--- src/hdl/ilw_pkg.sv ---
// Shared types, constants and elaboration-time tables for the IRLS loss weight block.
package ilw_pkg;

	// Data format
	localparam int DATA_WIDTH = 32;
	localparam int FRAC_BITS  = 16;
	localparam int ALPHA_FRAC = 16;
	localparam int LOGI_LIMIT = 500;

	// Internal fixed point for the logistic path
	localparam int IQ           = 30;
	localparam int TERMS        = 20;
	localparam int RECIP_SHIFT  = 36;
	localparam int EN_IDX_W     = 5;
	localparam int EN_DEPTH     = 1 << EN_IDX_W;

	// Configuration port
	localparam int CFG_IDX_W  = 2;
	localparam int CFG_DATA_W = DATA_WIDTH - 1;

	typedef logic [DATA_WIDTH-1:0]   word_t;
	typedef logic [2*DATA_WIDTH-1:0] dword_t;
	typedef logic [DATA_WIDTH-2:0]   tun_t;
	typedef logic [ALPHA_FRAC:0]     alpha_t;
	typedef logic [IQ:0]             q30_t;
	typedef logic [RECIP_SHIFT:0]    recip_t;
	typedef logic [2:0]              kind_t;
	typedef logic [2:0]              mode_t;
	typedef logic [CFG_IDX_W-1:0]    cfg_idx_t;

	// Loss kinds
	localparam kind_t LOSS_QUANTILE = 3'd1;
	localparam kind_t LOSS_SQUARE   = 3'd2;
	localparam kind_t LOSS_HUBER    = 3'd3;
	localparam kind_t LOSS_LOGISTIC = 3'd4;

	// Register indexes
	localparam cfg_idx_t CFG_LOSS_KIND = 2'd0;
	localparam cfg_idx_t CFG_QUANTILE  = 2'd1;
	localparam cfg_idx_t CFG_TUNING    = 2'd2;

	// How the final weight is formed
	localparam mode_t MODE_ZERO  = 3'd0;
	localparam mode_t MODE_CONST = 3'd1;
	localparam mode_t MODE_INF   = 3'd2;
	localparam mode_t MODE_DIV   = 3'd3;
	localparam mode_t MODE_LOG0  = 3'd4;
	localparam mode_t MODE_LOGN  = 3'd5;

	// tuser bit positions on the result side
	localparam int USER_INF = 0;
	localparam int USER_SAT = 1;

	localparam kind_t  KIND_RESET     = LOSS_SQUARE;
	localparam alpha_t ALPHA_ONE      = alpha_t'(1) << ALPHA_FRAC;
	localparam alpha_t QUANTILE_RESET = alpha_t'(1) << (ALPHA_FRAC - 1);
	localparam word_t  LOGI_MAG       = word_t'(LOGI_LIMIT) << FRAC_BITS;
	localparam int     QSHIFT         = 2 * FRAC_BITS - (ALPHA_FRAC + 1);
	localparam q30_t   IONE_Q         = q30_t'(1) << IQ;

	// floor(v / k) == (v * RECIP_TAB[k]) >> RECIP_SHIFT for every v below 2^31
	localparam logic [63:0] R_ONE = 64'd1 << RECIP_SHIFT;
	localparam recip_t RECIP_TAB [TERMS+2] = '{
		recip_t'(0),
		recip_t'(R_ONE),
		recip_t'((R_ONE + 64'd1) / 64'd2),
		recip_t'((R_ONE + 64'd2) / 64'd3),
		recip_t'((R_ONE + 64'd3) / 64'd4),
		recip_t'((R_ONE + 64'd4) / 64'd5),
		recip_t'((R_ONE + 64'd5) / 64'd6),
		recip_t'((R_ONE + 64'd6) / 64'd7),
		recip_t'((R_ONE + 64'd7) / 64'd8),
		recip_t'((R_ONE + 64'd8) / 64'd9),
		recip_t'((R_ONE + 64'd9) / 64'd10),
		recip_t'((R_ONE + 64'd10) / 64'd11),
		recip_t'((R_ONE + 64'd11) / 64'd12),
		recip_t'((R_ONE + 64'd12) / 64'd13),
		recip_t'((R_ONE + 64'd13) / 64'd14),
		recip_t'((R_ONE + 64'd14) / 64'd15),
		recip_t'((R_ONE + 64'd15) / 64'd16),
		recip_t'((R_ONE + 64'd16) / 64'd17),
		recip_t'((R_ONE + 64'd17) / 64'd18),
		recip_t'((R_ONE + 64'd18) / 64'd19),
		recip_t'((R_ONE + 64'd19) / 64'd20),
		recip_t'((R_ONE + 64'd20) / 64'd21)
	};

	// Alternating series accumulate: odd terms subtract, even terms add
	function automatic q30_t series_acc(input q30_t s, input q30_t t, input int k);
		return ((k % 2) == 1) ? q30_t'(s - t) : q30_t'(s + t);
	endfunction

	// exp(-x) on [0,1] in Q.30, same floors as the hardware series
	function automatic q30_t exp_neg_const(input q30_t x);
		q30_t sum;
		q30_t term;
		logic [127:0] prod;
		sum  = IONE_Q;
		term = IONE_Q;
		for (int k = 1; k <= TERMS; k++) begin
			prod = (128'(term) * 128'(x)) >> IQ;
			prod = (prod * 128'(RECIP_TAB[k])) >> RECIP_SHIFT;
			term = q30_t'(prod);
			sum  = series_acc(sum, term, k);
		end
		return sum;
	endfunction

	localparam q30_t E1 = exp_neg_const(IONE_Q);

	// exp(-n) for integer n as repeated floored products; zero from n = EN_DEPTH on
	typedef q30_t en_tab_t [EN_DEPTH];

	function automatic en_tab_t build_en_tab();
		en_tab_t tab;
		logic [63:0] en;
		en = 64'(IONE_Q);
		for (int i = 0; i < EN_DEPTH; i++) begin
			tab[i] = q30_t'(en);
			en = (en * 64'(E1)) >> IQ;
		end
		return tab;
	endfunction

	localparam en_tab_t EN_TAB = build_en_tab();

	// Sideband that travels with every item
	typedef struct packed {
		logic                 last;
		mode_t                mode;
		logic [FRAC_BITS:0]   cval;
		word_t                mag;
		q30_t                 en;
		dword_t               divn;
		word_t                divd;
		word_t                qa;
		logic                 sat;
	} tag_t;

	typedef struct packed {
		word_t weight;
		logic  inf;
		logic  sat;
		logic  last;
	} res_t;

endpackage

--- src/hdl/ilw_skid.sv ---
// Output register with one skid entry; holds the pipeline while both are full.
module ilw_skid (
	input  logic          clk,
	input  logic          arst_n,
	input  logic          in_valid,
	input  ilw_pkg::res_t in_data,
	output logic          adv,
	output logic          out_valid,
	input  logic          out_ready,
	output ilw_pkg::res_t out_data
);
	import ilw_pkg::*;

	logic o_valid_q;
	logic k_valid_q;
	res_t o_data_q;
	res_t k_data_q;

	// pipeline moves whenever the skid entry is free
	assign adv = !k_valid_q;

	always_ff @(posedge clk or negedge arst_n) begin
		if (!arst_n) begin
			o_valid_q <= 1'b0;
			k_valid_q <= 1'b0;
		end else if (!o_valid_q || out_ready) begin
			if (k_valid_q) begin
				o_valid_q <= 1'b1;
				k_valid_q <= 1'b0;
			end else begin
				o_valid_q <= in_valid;
			end
		end else if (in_valid && !k_valid_q) begin
			k_valid_q <= 1'b1;
		end
	end

	always_ff @(posedge clk) begin
		if (!o_valid_q || out_ready) begin
			o_data_q <= k_valid_q ? k_data_q : in_data;
		end else if (!k_valid_q) begin
			k_data_q <= in_data;
		end
	end

	assign out_valid = o_valid_q;
	assign out_data  = o_data_q;

`ifndef SYNTH
	// skid only fills behind a held result
	a_skid_behind_out: assert property (@(posedge clk) disable iff (!arst_n)
		k_valid_q |-> o_valid_q)
		else $error("skid entry valid with empty output register");

	a_skid_drains: assert property (@(posedge clk) disable iff (!arst_n)
		(k_valid_q && out_ready) |=> (!k_valid_q && o_valid_q))
		else $error("skid entry did not move to output");

	a_skid_fill_cause: assert property (@(posedge clk) disable iff (!arst_n)
		$rose(k_valid_q) |-> $past(o_valid_q && !out_ready && in_valid))
		else $error("skid filled without a stalled request");
`endif

endmodule

--- config.mk ---
export PLATFORM = sky130hd
export DESIGN_NAME = ilw_skid
export DESIGN_NICKNAME = d
export VERILOG_FILES = /design/src/hdl/ilw_pkg.sv /design/src/hdl/ilw_skid.sv
export SDC_FILE = /design/constraint.sdc
export NUM_CORES = 1
export LEC_CHECK = 0
export ABC_CLOCK_PERIOD_IN_PS = 3400
export BUFFER_PORTS_ARGS = -buffer_cell sky130_fd_sc_hd__buf_2
export CELL_PAD_IN_SITES_DETAIL_PLACEMENT = 1
export CELL_PAD_IN_SITES_GLOBAL_PLACEMENT = 2
export CORE_ASPECT_RATIO = 1.5
export CORE_UTILIZATION = 38
export CTS_CLUSTER_DIAMETER = 200
export DETAILED_ROUTE_END_ITERATION = 8
export PLACE_DENSITY = 0.78
export SETUP_SLACK_MARGIN = 0.3
export SYNTH_ARGS = -nofsm -noshare
export SYNTH_HDL_FRONTEND = slang
export SYNTH_SLANG_ARGS = --single-unit
--- constraint.sdc ---
create_clock -name clk -period 3.4 [get_ports clk]
set_clock_uncertainty 0.2 [all_clocks]
set_input_delay 0 -clock clk [delete_from_list [all_inputs] [get_ports clk]]
set_output_delay 0 -clock clk [all_outputs]
set_load 0.1 [all_outputs]
==> flow_summary.yaml <==
status:
  status: "completed"
route:
  finalWirelength_mm: 5.44
  ant_nets: 0
  drt-met1-wl_mm: 2.15
  vias: 1503
  dr.pass1.iters: 3
  drtIter0Drc: 60
  wl_met3_um: 176
  drc_errors: 0
  dr_wl_met2_mm: 2.98
  routed.top_layer: "met4"
  routed_via_density: 4.68
  avgRoutedWirePerCell_um: 17.0
placed_design:
  place_congestion: 0.693
  postPlaceCellArea_um2: 3160
  port_buffers: 75
  hpwlAfterDp_mm: 3.24
setup_path:
  cp_slowest_stage_delay_ns: 1.09
  crit_type: "reg -> out"
  critPathMaxFanout: 37
  slowest_stage: "dfrtp_2"
  start_kind: "register"
  cp.arrival_ns: 1.84
  path_cells: "inv_1, buf_2"
  cp.required_ns: 3.20
  cp-end-kind: "primary output"
timing:
  hold_viol: 0
  hold_slack_ns: 0.221
  fmax_mhz: 491
  setup_viol: 0
  fin_crit_ns: 2.04
  period_share_pct: 59.9
  rsz0062_at_grt: "no"
  tightest_slew_ns: 1.08
  slew_viol_final: 0
  fin_tns_setup_ns: 0
  relSlewSlack_pct: 28.0
clock_tree:
  cts_tree: "built"
  clock_latency_ns: 0.33
  cts.sinks: 72
  clk_pin_slew_ns: 0.07
  clockRootBuffer: "clkbuf_8"
  htree_levels: 3
  cts_buffers: 9
  post_cts_resized: 0
  clockBufferDepth: 2
final_layout:
  final_area_um2: 3720
  syn2layout_area_growth_pct: 35.5
  nets: 277
  layout_common_cells: "75 x buf_2, 70 x edfxtp_1, 38 x dlygate4sd3_1"
  drive_gt1_share_pct: 51.9
  diodes: 0
  layout_commonest_cell: "buf_2"
global_routing:
  grt_max_degree: 38
  grt_pass1_vias: 1717
  antenna_found_initial: 0
  grt_pass1_wl_mm: 8.76
  overflow: 0
  grt_usage_pct: 15.9
pwr:
  pwr-share-seq_pct: 49.1
  p_leak_nw: 1.50
  p_int_w: 0.00154
  netSwitchingPower_w: 0.000732
  powerDensity_nw_per_um2: 611
  comb_power_share_pct: 23.5
  ir_drop_mv: 0.277
  netSwitchingFraction_pct: 32.2
  clkPwrFrac_pct: 27.5
die:
  die_y_um: 106
  start_util_pct: 39.6
  die_x_um: 71.4
  die_area_um2: 7580
  io_pins: 76
  fp-row-count: 37
  coreArea_um2: 6940
hold_path:
  hold_path.class: "in -> reg"
yosys:
  synth_top_area_share_pct: 76.5
  synth_area_leaders: "edfxtp_1 77%, mux2_4 15%, mux2_2 2.9%"
  synth_nets: 156
  netlist_area_um2: 2750
  synth.avg_cell_area_um2: 23.5
  synth_cell_type_count: 10
  synth_seq_area_share_pct: 78.3
  postSynthCellCount: 117
  synth_area_leader_cell: "edfxtp_1"
  yosysWarnings: 0
  ys_seq_elements: 72
run:
  cap_violations: 0
[what timing repair did]
item	CTS	global route
hold buffers	38	0
setup buffers	0	0
endpoints found under the hold margin	74	0
[cells in the mapped netlist (all sizes together)]
library cell and number:
dfrtp 2, nand2b 1, edfxtp 70, nand2 1, nor2 2, buf 4, inv 2, mux2 35
[layer usage]
layer / global-route usage (%) / vias up
li1: - / 699
met1: 18.2 / 746
met2: 27.1 / 47
met3: 2.84 / 11
met4: 10.0 / 0
met5: 0 / -
[sequential cells by signal, summed over array words and instances (netlist names)]
register,count
k_data_q,35
out_data,35
k_valid_q,1
out_valid,1
[through the flow]
stage	worst slack (ns)	util, %	power [W]	instances
finish	1.36	53.6	0.00228	321
global placement	1.46	45.6	0.00162	267
floorplan	0.625	-	0.00156	117
global route	1.25	53.6	0.00236	321
CTS	1.31	53.6	0.00230	321
detailed placement	1.38	45.6	0.00164	267
[final cells by class]
class	count	area (um2)
inverter	2	11.3
multi-input combinational	39	519
timing repair buffer	114	763
sequential	72	2150
fill	678	3220
tap	78	97.6
clock buffer	11	131
clock inverter	5	47.5
[critical path, delay by kind of cell (launching register included)]
family / cells / cell delay, ns
buffers and inverters: 2 / 0.41
DFF: 1 / 1.09
[kinds of logic after synthesis]
kind of cell	after synthesis	share of synthesized area [%]
multiplexers	35	18.2
flip-flops	72	78.3
buffers and inverters	6	2.87
AND/OR/NAND/NOR	4	0.638
[path summary, 6_finish.rpt]
kind	slack [ns]	start	cells past startpoint	to
worst min register to register	0.37	k_data_q[17]$_DFFE_PN_	1	out_data[17]$_DFFE_PP_
worst max register to register	1.41	k_valid_q$_DFFE_PN0P_	1	k_data_q[34]$_DFFE_PN_
max in group asynchronous	2.56	arst_n	3	k_valid_q$_DFFE_PN0P_
worst min-delay path	0.22	out_ready	4	out_valid$_DFFE_PN0P_
worst max-delay path	1.36	k_valid_q$_DFFE_PN0P_	2	adv
min in group asynchronous	0.30	arst_n	3	k_valid_q$_DFFE_PN0P_
[power groups by stage]
stage	registers, W	logic [W]	clock network [W]
3_3_place_gp	0.00113	0.000490	0
3_5_place_dp	0.00114	0.000501	0
4_1_cts	0.00112	0.000537	0.000646
6_report	0.00112	0.000534	0.000625
5_1_grt	0.00113	0.000553	0.000677
2_1_floorplan	0.00143	0.000123	0
No activity file was read; power rests on OpenSTA's default activity.
